--- src/minimum_spanning_tree_kruskal_assert.svh ---
// ----------------------------------------------------------------------------
// Assertion macros for the Kruskal spanning tree block
// Concurrent checks that compile away when SYNTHESIS is defined.
// ----------------------------------------------------------------------------
`ifndef MINIMUM_SPANNING_TREE_KRUSKAL_ASSERT_SVH
`define MINIMUM_SPANNING_TREE_KRUSKAL_ASSERT_SVH
`ifndef SYNTHESIS
`define MSTK_ASSERT_SAME(label, clk, rst_n, ante, cons) \
    label: assert property (@(posedge clk) disable iff (!rst_n) (ante) |-> (cons)) \
        else $error("mstk assertion failed");
`define MSTK_ASSERT_NEXT(label, clk, rst_n, ante, cons) \
    label: assert property (@(posedge clk) disable iff (!rst_n) (ante) |=> (cons)) \
        else $error("mstk assertion failed");
`else
`define MSTK_ASSERT_SAME(label, clk, rst_n, ante, cons)
`define MSTK_ASSERT_NEXT(label, clk, rst_n, ante, cons)
`endif
`endif

--- src/mstk_pkg.sv ---
// ----------------------------------------------------------------------------
// mstk_pkg
// Shared constants and types of the Kruskal spanning tree block.
// ----------------------------------------------------------------------------
`default_nettype none

package mstk_pkg;

    localparam int MAX_VERTICES = 32;
    localparam int MAX_EDGES    = 64;
    localparam int WEIGHT_BITS  = 16;

    localparam int VTX_W  = $clog2(MAX_VERTICES);
    localparam int EIDX_W = $clog2(MAX_EDGES);
    localparam int ECNT_W = $clog2(MAX_EDGES + 1);
    localparam int N_W    = $clog2(MAX_VERTICES + 1);
    localparam int VC_W   = 6;

    localparam logic [VC_W-1:0] VC_RESET = VC_W'(32);

    typedef struct packed {
        logic [VTX_W-1:0]              src;
        logic [VTX_W-1:0]              dst;
        logic signed [WEIGHT_BITS-1:0] w;
    } t_edge;

    typedef enum logic [7:0] {
        S_IDLE   = 8'b0000_0001,
        S_INIT   = 8'b0000_0010,
        S_CHECK  = 8'b0000_0100,
        S_SCAN   = 8'b0000_1000,
        S_FIND_A = 8'b0001_0000,
        S_FIND_B = 8'b0010_0000,
        S_JOIN   = 8'b0100_0000,
        S_FINISH = 8'b1000_0000
    } t_state;

    typedef struct packed {
        logic load_en;
        logic run_init;
        logic scan_start;
        logic scan_run;
        logic take_best;
        logic walk;
        logic switch_b;
        logic join_sets;
        logic finish;
    } t_cmd;

    typedef struct packed {
        logic scan_done;
        logic found;
        logic at_root;
        logic roots_differ;
        logic tree_full;
        logic hold_valid;
        logic out_free;
    } t_status;

endpackage

`default_nettype wire

--- src/minimum_spanning_tree_kruskal.sv ---
// Kruskal minimum spanning tree block.
// Edges arrive on the input channel (i_valid / o_stall), one word per edge.
// A word is accepted at a rising edge with i_valid high and o_stall low,
// and words are taken back to back while idle. The word with i_last_edge
// set is stored like the others and starts a run, during which o_stall
// stays high. The run repeatedly scans the edge store for the next edge in
// ascending weight order (ties in arrival order) over the single read port
// of the edge store, then walks both parent chains of the union-find one
// step per cycle. Each chosen edge leaves as one word on the output channel
// (o_valid / i_stall); the final word carries o_last_result with the
// spanning and dropped flags, and an empty tree gives one word with
// o_edge_present low. The output register holds its word while i_stall is
// high, and the run waits for it. Reset clears the edge count, flags and
// output valid; vertex_count returns to 32. The user must see that
// vertex_count is written over the APB port at address 0 only while the
// block is idle; the block itself does not enforce this.
`default_nettype none

`include "minimum_spanning_tree_kruskal_assert.svh"

// ----------------------------------------------------------------------------
// minimum_spanning_tree_kruskal
// Top level: configuration register, controller and datapath.
// ----------------------------------------------------------------------------
module minimum_spanning_tree_kruskal (
    input  wire logic                                    i_clk,
    input  wire logic                                    i_rst_n,
    input  wire logic                                    i_valid,
    output logic                                         o_stall,
    input  wire logic [mstk_pkg::VTX_W-1:0]              i_src_vertex,
    input  wire logic [mstk_pkg::VTX_W-1:0]              i_dst_vertex,
    input  wire logic signed [mstk_pkg::WEIGHT_BITS-1:0] i_edge_weight,
    input  wire logic                                    i_last_edge,
    output logic                                         o_valid,
    input  wire logic                                    i_stall,
    output logic [mstk_pkg::VTX_W-1:0]                   o_out_src_vertex,
    output logic [mstk_pkg::VTX_W-1:0]                   o_out_dst_vertex,
    output logic signed [mstk_pkg::WEIGHT_BITS-1:0]      o_out_weight,
    output logic                                         o_edge_present,
    output logic                                         o_last_result,
    output logic                                         o_spanning,
    output logic                                         o_edges_dropped,
    input  wire logic                                    psel,
    input  wire logic                                    penable,
    input  wire logic                                    pwrite,
    input  wire logic [2:0]                              paddr,
    input  wire logic [31:0]                             pwdata,
    output logic [31:0]                                  prdata,
    output logic                                         pready
);

    // The only register, vertex_count, is decoded wherever paddr[2] is low.
    logic [mstk_pkg::VC_W-1:0] r_vertex_count;

    assign pready = 1'b1;
    assign prdata = (paddr[2] == 1'b0) ? 32'(r_vertex_count) : '0;

    always_ff @(posedge i_clk) begin
        if (!i_rst_n) begin
            r_vertex_count <= mstk_pkg::VC_RESET;
        end else if (psel && penable && pwrite && pready && (paddr[2] == 1'b0)) begin
            r_vertex_count <= pwdata[mstk_pkg::VC_W-1:0];
        end
    end

    mstk_pkg::t_cmd    w_cmd;
    mstk_pkg::t_status w_status;
    logic              w_idle;

    // Input words are taken only while the controller is idle.
    assign o_stall = !w_idle;

    mstk_ctrl u_ctrl (
        .i_clk       (i_clk),
        .i_rst_n     (i_rst_n),
        .i_valid     (i_valid),
        .i_last_edge (i_last_edge),
        .i_status    (w_status),
        .o_cmd       (w_cmd),
        .o_idle      (w_idle)
    );

    mstk_dp u_dp (
        .i_clk            (i_clk),
        .i_rst_n          (i_rst_n),
        .i_cmd            (w_cmd),
        .i_vertex_count   (r_vertex_count),
        .i_src_vertex     (i_src_vertex),
        .i_dst_vertex     (i_dst_vertex),
        .i_edge_weight    (i_edge_weight),
        .i_stall          (i_stall),
        .o_status         (w_status),
        .o_valid          (o_valid),
        .o_out_src_vertex (o_out_src_vertex),
        .o_out_dst_vertex (o_out_dst_vertex),
        .o_out_weight     (o_out_weight),
        .o_edge_present   (o_edge_present),
        .o_last_result    (o_last_result),
        .o_spanning       (o_spanning),
        .o_edges_dropped  (o_edges_dropped)
    );

    // Summary flags appear only on the final word of a run.
    `MSTK_ASSERT_SAME(a_flags_on_last, i_clk, i_rst_n, o_valid && !o_last_result, !o_spanning && !o_edges_dropped)
    // A word without an edge is always the final word of its run.
    `MSTK_ASSERT_SAME(a_empty_is_last, i_clk, i_rst_n, o_valid && !o_edge_present, o_last_result)
    // The last edge starts a run, which blocks further input.
    `MSTK_ASSERT_NEXT(a_run_blocks_input, i_clk, i_rst_n, i_valid && !o_stall && i_last_edge, o_stall)

endmodule

`default_nettype wire

--- src/mstk_ctrl.sv ---
// ----------------------------------------------------------------------------
// mstk_ctrl
// Sequencer for loading, sorted scanning, root search and result pushing.
// ----------------------------------------------------------------------------
`default_nettype none

module mstk_ctrl (
    input  wire logic             i_clk,
    input  wire logic             i_rst_n,
    input  wire logic             i_valid,
    input  wire logic             i_last_edge,
    input  wire mstk_pkg::t_status i_status,
    output mstk_pkg::t_cmd        o_cmd,
    output logic                  o_idle
);

    mstk_pkg::t_state r_state, n_state;

    always_ff @(posedge i_clk) begin
        if (!i_rst_n) begin
            r_state <= mstk_pkg::S_IDLE;
        end else begin
            r_state <= n_state;
        end
    end

    always_comb begin
        n_state = r_state;
        o_cmd   = '0;
        o_idle  = 1'b0;
        unique case (r_state)
            mstk_pkg::S_IDLE: begin
                o_idle = 1'b1;
                if (i_valid) begin
                    o_cmd.load_en = 1'b1;
                    if (i_last_edge) begin
                        n_state = mstk_pkg::S_INIT;
                    end
                end
            end
            mstk_pkg::S_INIT: begin
                o_cmd.run_init = 1'b1;
                n_state        = mstk_pkg::S_CHECK;
            end
            mstk_pkg::S_CHECK: begin
                if (i_status.tree_full) begin
                    n_state = mstk_pkg::S_FINISH;
                end else begin
                    o_cmd.scan_start = 1'b1;
                    n_state          = mstk_pkg::S_SCAN;
                end
            end
            mstk_pkg::S_SCAN: begin
                o_cmd.scan_run = 1'b1;
                if (i_status.scan_done) begin
                    if (i_status.found) begin
                        o_cmd.take_best = 1'b1;
                        n_state         = mstk_pkg::S_FIND_A;
                    end else begin
                        n_state = mstk_pkg::S_FINISH;
                    end
                end
            end
            mstk_pkg::S_FIND_A: begin
                if (i_status.at_root) begin
                    o_cmd.switch_b = 1'b1;
                    n_state        = mstk_pkg::S_FIND_B;
                end else begin
                    o_cmd.walk = 1'b1;
                end
            end
            mstk_pkg::S_FIND_B: begin
                if (i_status.at_root) begin
                    n_state = i_status.roots_differ ? mstk_pkg::S_JOIN : mstk_pkg::S_CHECK;
                end else begin
                    o_cmd.walk = 1'b1;
                end
            end
            mstk_pkg::S_JOIN: begin
                if (!i_status.hold_valid || i_status.out_free) begin
                    o_cmd.join_sets = 1'b1;
                    n_state         = mstk_pkg::S_CHECK;
                end
            end
            mstk_pkg::S_FINISH: begin
                if (i_status.out_free) begin
                    o_cmd.finish = 1'b1;
                    n_state      = mstk_pkg::S_IDLE;
                end
            end
            default: begin
                n_state = mstk_pkg::S_IDLE;
            end
        endcase
    end

endmodule

`default_nettype wire

--- src/mstk_dp.sv ---
// ----------------------------------------------------------------------------
// mstk_dp
// Edge store, minimum-key scan, union-find walk and output register.
// ----------------------------------------------------------------------------
`default_nettype none

module mstk_dp (
    input  wire logic                                    i_clk,
    input  wire logic                                    i_rst_n,
    input  wire mstk_pkg::t_cmd                          i_cmd,
    input  wire logic [mstk_pkg::VC_W-1:0]               i_vertex_count,
    input  wire logic [mstk_pkg::VTX_W-1:0]              i_src_vertex,
    input  wire logic [mstk_pkg::VTX_W-1:0]              i_dst_vertex,
    input  wire logic signed [mstk_pkg::WEIGHT_BITS-1:0] i_edge_weight,
    input  wire logic                                    i_stall,
    output mstk_pkg::t_status                            o_status,
    output logic                                         o_valid,
    output logic [mstk_pkg::VTX_W-1:0]                   o_out_src_vertex,
    output logic [mstk_pkg::VTX_W-1:0]                   o_out_dst_vertex,
    output logic signed [mstk_pkg::WEIGHT_BITS-1:0]      o_out_weight,
    output logic                                         o_edge_present,
    output logic                                         o_last_result,
    output logic                                         o_spanning,
    output logic                                         o_edges_dropped
);

    // Vertices in use, clamped to 1..MAX_VERTICES.
    logic [mstk_pkg::N_W-1:0] w_n;
    always_comb begin
        if (i_vertex_count == '0) begin
            w_n = mstk_pkg::N_W'(1);
        end else if ({1'b0, i_vertex_count} > (mstk_pkg::VC_W + 1)'(mstk_pkg::MAX_VERTICES)) begin
            w_n = mstk_pkg::N_W'(mstk_pkg::MAX_VERTICES);
        end else begin
            w_n = mstk_pkg::N_W'(i_vertex_count);
        end
    end

    // Edge store and load.
    mstk_pkg::t_edge                r_mem [mstk_pkg::MAX_EDGES];
    mstk_pkg::t_edge                r_rd;
    logic [mstk_pkg::ECNT_W-1:0]    r_edge_count;
    logic                           r_drop;
    logic [mstk_pkg::ECNT_W-1:0]    r_scan_idx;
    logic                           w_load_ok;
    logic                           w_mem_wr;

    assign w_load_ok = ({1'b0, i_src_vertex} < w_n) && ({1'b0, i_dst_vertex} < w_n)
                       && (r_edge_count < mstk_pkg::ECNT_W'(mstk_pkg::MAX_EDGES));
    assign w_mem_wr  = i_cmd.load_en && w_load_ok;

    always_ff @(posedge i_clk) begin
        if (w_mem_wr) begin
            r_mem[r_edge_count[mstk_pkg::EIDX_W-1:0]] <= '{src: i_src_vertex,
                                                           dst: i_dst_vertex,
                                                           w:   i_edge_weight};
        end
        r_rd <= r_mem[r_scan_idx[mstk_pkg::EIDX_W-1:0]];
    end

    // Scan for the smallest (weight, index) key above the previous one.
    logic                              r_rd_vld;
    logic [mstk_pkg::EIDX_W-1:0]       r_rd_idx;
    mstk_pkg::t_edge                   r_best;
    logic [mstk_pkg::EIDX_W-1:0]       r_best_idx;
    logic                              r_found;
    logic signed [mstk_pkg::WEIGHT_BITS-1:0] r_prev_w;
    logic [mstk_pkg::EIDX_W-1:0]       r_prev_idx;
    logic                              r_prev_vld;
    logic                              w_after_prev;
    logic                              w_better;

    assign w_after_prev = !r_prev_vld || (r_rd.w > r_prev_w)
                          || ((r_rd.w == r_prev_w) && (r_rd_idx > r_prev_idx));
    assign w_better     = !r_found || (r_rd.w < r_best.w);

    // Union-find: a vertex without a valid parent is its own root.
    logic [mstk_pkg::VTX_W-1:0] r_par [mstk_pkg::MAX_VERTICES];
    logic [mstk_pkg::MAX_VERTICES-1:0] r_par_vld;
    logic [mstk_pkg::VTX_W-1:0] r_cur;
    logic [mstk_pkg::VTX_W-1:0] r_ra;
    logic [mstk_pkg::VTX_W-1:0] r_tree;
    mstk_pkg::t_edge            r_hold;
    logic                       r_hold_vld;
    logic                       w_out_free;

    assign w_out_free = !o_valid || !i_stall;

    always_ff @(posedge i_clk) begin
        if (i_cmd.walk) begin
            r_cur <= r_par[r_cur];
        end else if (i_cmd.take_best) begin
            r_cur <= r_best.src;
        end else if (i_cmd.switch_b) begin
            r_cur <= r_best.dst;
        end
        if (i_cmd.switch_b) begin
            r_ra <= r_cur;
        end
        if (i_cmd.join_sets) begin
            r_par[r_ra] <= r_cur;
            r_hold      <= r_best;
        end
        if (i_cmd.take_best) begin
            r_prev_w   <= r_best.w;
            r_prev_idx <= r_best_idx;
        end
        if (i_cmd.scan_run && (r_scan_idx < r_edge_count)) begin
            r_rd_idx <= r_scan_idx[mstk_pkg::EIDX_W-1:0];
        end
        if (r_rd_vld && w_after_prev && w_better) begin
            r_best     <= r_rd;
            r_best_idx <= r_rd_idx;
        end
    end

    always_ff @(posedge i_clk) begin
        if (!i_rst_n) begin
            r_edge_count <= '0;
            r_drop       <= 1'b0;
            r_scan_idx   <= '0;
            r_rd_vld     <= 1'b0;
            r_found      <= 1'b0;
            r_prev_vld   <= 1'b0;
            r_par_vld    <= '0;
            r_tree       <= '0;
            r_hold_vld   <= 1'b0;
            o_valid      <= 1'b0;
        end else begin
            if (i_cmd.load_en) begin
                if (w_load_ok) begin
                    r_edge_count <= r_edge_count + 1'b1;
                end else begin
                    r_drop <= 1'b1;
                end
            end
            if (i_cmd.scan_start) begin
                r_scan_idx <= '0;
                r_rd_vld   <= 1'b0;
                r_found    <= 1'b0;
            end else if (i_cmd.scan_run) begin
                if (r_scan_idx < r_edge_count) begin
                    r_scan_idx <= r_scan_idx + 1'b1;
                    r_rd_vld   <= 1'b1;
                end else begin
                    r_rd_vld <= 1'b0;
                end
                if (r_rd_vld && w_after_prev && w_better) begin
                    r_found <= 1'b1;
                end
            end
            if (i_cmd.take_best) begin
                r_prev_vld <= 1'b1;
            end
            if (i_cmd.run_init) begin
                r_par_vld  <= '0;
                r_tree     <= '0;
                r_prev_vld <= 1'b0;
                r_hold_vld <= 1'b0;
            end
            if (i_cmd.join_sets) begin
                r_par_vld[r_ra] <= 1'b1;
                r_tree          <= r_tree + 1'b1;
                r_hold_vld      <= 1'b1;
            end
            if (i_cmd.finish) begin
                r_edge_count <= '0;
                r_drop       <= 1'b0;
            end
            if ((i_cmd.join_sets && r_hold_vld) || i_cmd.finish) begin
                o_valid <= 1'b1;
            end else if (!i_stall) begin
                o_valid <= 1'b0;
            end
        end
    end

    // Output word register; a word moves here only when the slot is free.
    always_ff @(posedge i_clk) begin
        if (i_cmd.join_sets && r_hold_vld) begin
            o_out_src_vertex <= r_hold.src;
            o_out_dst_vertex <= r_hold.dst;
            o_out_weight     <= r_hold.w;
            o_edge_present   <= 1'b1;
            o_last_result    <= 1'b0;
            o_spanning       <= 1'b0;
            o_edges_dropped  <= 1'b0;
        end else if (i_cmd.finish) begin
            o_out_src_vertex <= r_hold_vld ? r_hold.src : '0;
            o_out_dst_vertex <= r_hold_vld ? r_hold.dst : '0;
            o_out_weight     <= r_hold_vld ? r_hold.w : '0;
            o_edge_present   <= r_hold_vld;
            o_last_result    <= 1'b1;
            o_spanning       <= (mstk_pkg::N_W'(r_tree) + 1'b1) == w_n;
            o_edges_dropped  <= r_drop;
        end
    end

    always_comb begin
        o_status.scan_done    = (r_scan_idx == r_edge_count) && !r_rd_vld;
        o_status.found        = r_found;
        o_status.at_root      = !r_par_vld[r_cur];
        o_status.roots_differ = r_ra != r_cur;
        o_status.tree_full    = (mstk_pkg::N_W'(r_tree) + 1'b1) >= w_n;
        o_status.hold_valid   = r_hold_vld;
        o_status.out_free     = w_out_free;
    end

endmodule

`default_nettype wire

--- config.mk ---
export PLATFORM = sky130hd
export DESIGN_NAME = minimum_spanning_tree_kruskal
export DESIGN_NICKNAME = d
export VERILOG_FILES = /design/src/mstk_pkg.sv /design/src/minimum_spanning_tree_kruskal.sv /design/src/mstk_ctrl.sv /design/src/mstk_dp.sv
export VERILOG_INCLUDE_DIRS = /design/src /design/src/src
export SDC_FILE = /design/constraint.sdc
export NUM_CORES = 2
export LEC_CHECK = 0
export ABC_AREA = 0
export BUFFER_PORTS_ARGS = -buffer_cell sky130_fd_sc_hd__buf_2
export CAP_MARGIN = 20
export CORE_ASPECT_RATIO = 0.7
export CORE_MARGIN = 5
export CORE_UTILIZATION = 40
export CTS_BUF_LIST = sky130_fd_sc_hd__clkbuf_16
export CTS_CLUSTER_DIAMETER = 200
export DETAILED_ROUTE_END_ITERATION = 6
export GPL_TIMING_DRIVEN = 0
export HOLD_SLACK_MARGIN = 0.12
export PLACE_DENSITY = 0.52
export SYNTH_ARGS = -nofsm -noshare
export SYNTH_HDL_FRONTEND = slang
export SYNTH_HIERARCHICAL = 1
export SYNTH_SLANG_ARGS = --single-unit
--- constraint.sdc ---
create_clock -name i_clk -period 11.6 [get_ports i_clk]
set_clock_uncertainty 0.15 [all_clocks]
set_input_delay 2.32 -clock i_clk [delete_from_list [all_inputs] [get_ports i_clk]]
set_output_delay 2.32 -clock i_clk [all_outputs]
set_load 0.01 [all_outputs]
==> flow_metrics.py <==
metrics = {
    "clock_network": {
        "cts_tree": "built",
        "clock_latency_ns": 0.84,
        "clk_pin_slew_worst_paths_ns": 0.06,
        "clockRootBuffer": "clkbuf_16",
        "postCtsHoldBufs": 0,
        "clockBufferDepth": 4,
        "post-cts-setup-buffer-count": 0,
        "cts_made_buffers": 200,
        "cts_resized": 0,
        "h-tree-depth": 4,
        "cts_sinks": 2052,
    },
    "global_routing": {
        "grt_pass1_wl_um": 302000,
        "first_global_vias": 38100,
        "globalRoute.totalOverflow": 0,
        "grtUsageTotal_pct": 20.6,
        "grt_max_degree": 66,
        "antenna_found_initial": 21,
    },
    "floorplanning": {
        "core-area_um2": 199000,
        "die_height_um": 383,
        "start_util_pct": 40.1,
        "rows": 137,
        "die_w_um": 543,
        "fp.dieArea_um2": 208000,
        "io_pins": 134,
    },
    "drt": {
        "vias_per_cell": 5.68,
        "antenna_left": 0,
        "drt_first_pass_iters": 5,
        "routed_wl_um": 216000,
        "num_vias": 39100,
        "drt_iter0_drc": 4761,
        "drc": 0,
        "wl_per_cell_um": 31.4,
    },
    "cells_and_area": {
        "final_common_cell": "edfxtp_1",
        "layout_common_cells": "edfxtp_1, mux4_2, clkbuf_16, inv_1, buf_2",
        "layout-drive-gt1-share_pct": 28.9,
        "final_util_pct": 46.5,
        "area_growth_pct": 15.8,
        "finalNetCount": 4218,
        "fill_cells": 16400,
    },
    "run_status": {
        "status": "finished, final reports clean",
    },
    "power": {
        "cellLeakagePower_nw": 28.5,
        "power_density_nw_per_um2": 160,
        "ir_worst_vdd_uv": 109,
        "p_total_mw": 14.8,
    },
    "timing": {
        "whs_ns": 0.254,
        "worst_pin_slew_ns": 1.19,
        "finalSetupViolations": 0,
        "fmax_mhz": 163,
        "rsz0062_at_grt": "false",
        "slew_violations": 0,
        "timing.final.crit_share_pct": 52.8,
        "relSlewSlack_pct": 20.2,
        "hold_viol": 0,
        "min_period_ns": 6.12,
        "fin_setup_tns_ns": 0,
    },
    "critical_path": {
        "crit_required_ns": 11.97,
        "crit_start": "i_dst_vertex[3]",
        "rrSetupSlack_ns": 6.50,
        "crit_path_start_kind": "input port",
        "timing.rr.end": "u_dp/r_rd[6]",
        "crit_fanout": 34,
        "cp-endpoint": "u_dp/r_mem[24][9]",
        "crit_type": "input port to flop",
        "cp.arrival_ns": 6.49,
        "reg2reg_depth": 8,
        "reg2reg_from": "u_dp/r_scan_idx[2]",
        "end_kind": "flop",
    },
    "synth": {
        "synth_cell_types": 68,
        "ys_warn_count": 6,
        "synth_edf_count": 1946,
        "ys.flop_type": "edfxtp_1",
        "synth_top_area_share_pct": 73.3,
        "synth_area_um2": 79700,
        "synth_cells": 3679,
        "ys_top_cells_by_area": "edfxtp_1, mux4_2, dfxtp_1",
        "ys_seq_area_share_pct": 76.0,
        "avgSynthCellArea_um2": 21.7,
        "ys_seq_elements": 2052,
        "yosysTopAreaCell": "edfxtp_1",
        "synth-async-reset-ratio_pct": 0,
    },
    "hold_path": {
        "hold_class": "flop to flop",
    },
    "placement": {
        "io_buffers": 78,
        "hpwl_um": 146000,
        "gp_congestion": 0.849,
    },
    "run": {
        "max_cap_viol_count": 0,
    },
}
## worst min path at each step
stage | endpoint | depth (start not counted) | slack (ns) | from
floorplan | u_dp/r_best[16] | 0 | 0.24 | u_dp/r_rd[16]
global placement | u_dp/r_best[18] | 0 | 0.24 | u_dp/r_rd[18]
detailed placement | u_dp/r_best[23] | 0 | 0.24 | u_dp/r_rd[23]
CTS | u_dp/r_best[23] | 0 | 0.25 | u_dp/r_rd[23]
global route | u_dp/r_best[23] | 0 | 0.26 | u_dp/r_rd[23]
finish | u_dp/r_best[23] | 0 | 0.25 | u_dp/r_rd[23]
## report_power, final
group          internal [mW]  switching [mW]  leakage [nW]  total [mW]
sequential              8.14          0.0253          18.3        8.16
combinational          0.123           0.316          6.94       0.439
clock                   3.45            2.74          3.24        6.19
## cells in the mapped netlist (all sizes together), types with 5 or more instances
cell    number
and2        33
a21oi       41
nor3b        5
o21ai       78
and2b        8
nand3       23
nor2b       47
nand4       15
nor2       134
nand3b       6
mux2i       40
a22oi       14
or3         11
a211oi      35
inv         61
mux4       564
and3         6
nand2      109
or2          8
nand2b       8
nor4         7
edfxtp    1946
nor3         9
mux2        24
or4          6
xor2         6
ha          61
dfxtp      106
xnor2        7
buf        130
clkbuf      85
## per-layer routing
layer  track usage [%]  vias to the layer above  wire length (um)
met5                 0                        -                47
li1                  -                    16000                 -
met4              4.06                        6              4120
met2              29.0                     1466             92300
met1              33.1                    21300            103000
met3              4.27                      275             16900
## area by class of cell
class,instances,area (um2),share of cell area (%)
flip-flops and latches,2052,60600,65.6
multi-input cells,1375,18300,19.9
clock buffers,205,5130,5.56
well taps,2641,3300,3.58
repair buffers,182,2610,2.83
plain buffers,215,1110,1.20
clock inverters,151,991,1.07
inverters,62,233,0.252
diodes,3,7.51,0.00813
## metrics by stage
| step | setup WS [ns] | cells | cell area (um2) |
|---|---|---|---|
| 2_1_floorplan | 5.76 | 3704 | 79800 |
| 3_3_place_gp | 2.53 | 6423 | 83500 |
| 3_5_place_dp | 4.51 | 6512 | 85900 |
| 4_1_cts | 5.39 | 6868 | 92000 |
| 5_1_grt | 5.44 | 6883 | 92300 |
| 6_report | 5.48 | 6886 | 92300 |
## cells by family after synthesis
kind of cell | Yosys count | share of synthesized area, %
other | 2 | 0.00943
adders and majority gates | 61 | 0.958
xor gates and xnor gates | 13 | 0.143
DFF | 2052 | 76.0
AOI/OAI and AO/OA | 197 | 1.51
and+or+nand+nor | 449 | 2.91
buffers and inverters | 277 | 1.69
muxes | 628 | 16.8
## state kept, by name, indices dropped and copies added, names as in the netlist, 6 cells and up, named ones only
signal and flops:
u_dp/r_mem 1664, u_dp/r_par 160, u_dp/r_par_vld 32, u_dp/r_best 26
u_dp/r_hold 26, u_dp/r_rd 26, u_dp/o_out_weight 16, u_dp/r_prev_w 16
u_ctrl/r_state 8, u_dp/r_edge_count 7, u_dp/r_scan_idx 7, r_vertex_count 6
u_dp/r_best_idx 6, u_dp/r_prev_idx 6, u_dp/r_rd_idx 6
## critical path, stage by stage
cell and delay (ns):
buf_2 0.54, buf_12 0.28, ha_1 0.29, a21oi_1 0.15, o221ai_1 0.12, a22o_1 0.29
or3_1 0.36, buf_2 0.20, or3_1 0.33, buf_2 0.25, buf_2 0.35, nor2_4 0.63
buf_16 0.24
Power figures use the tool's default switching activity.
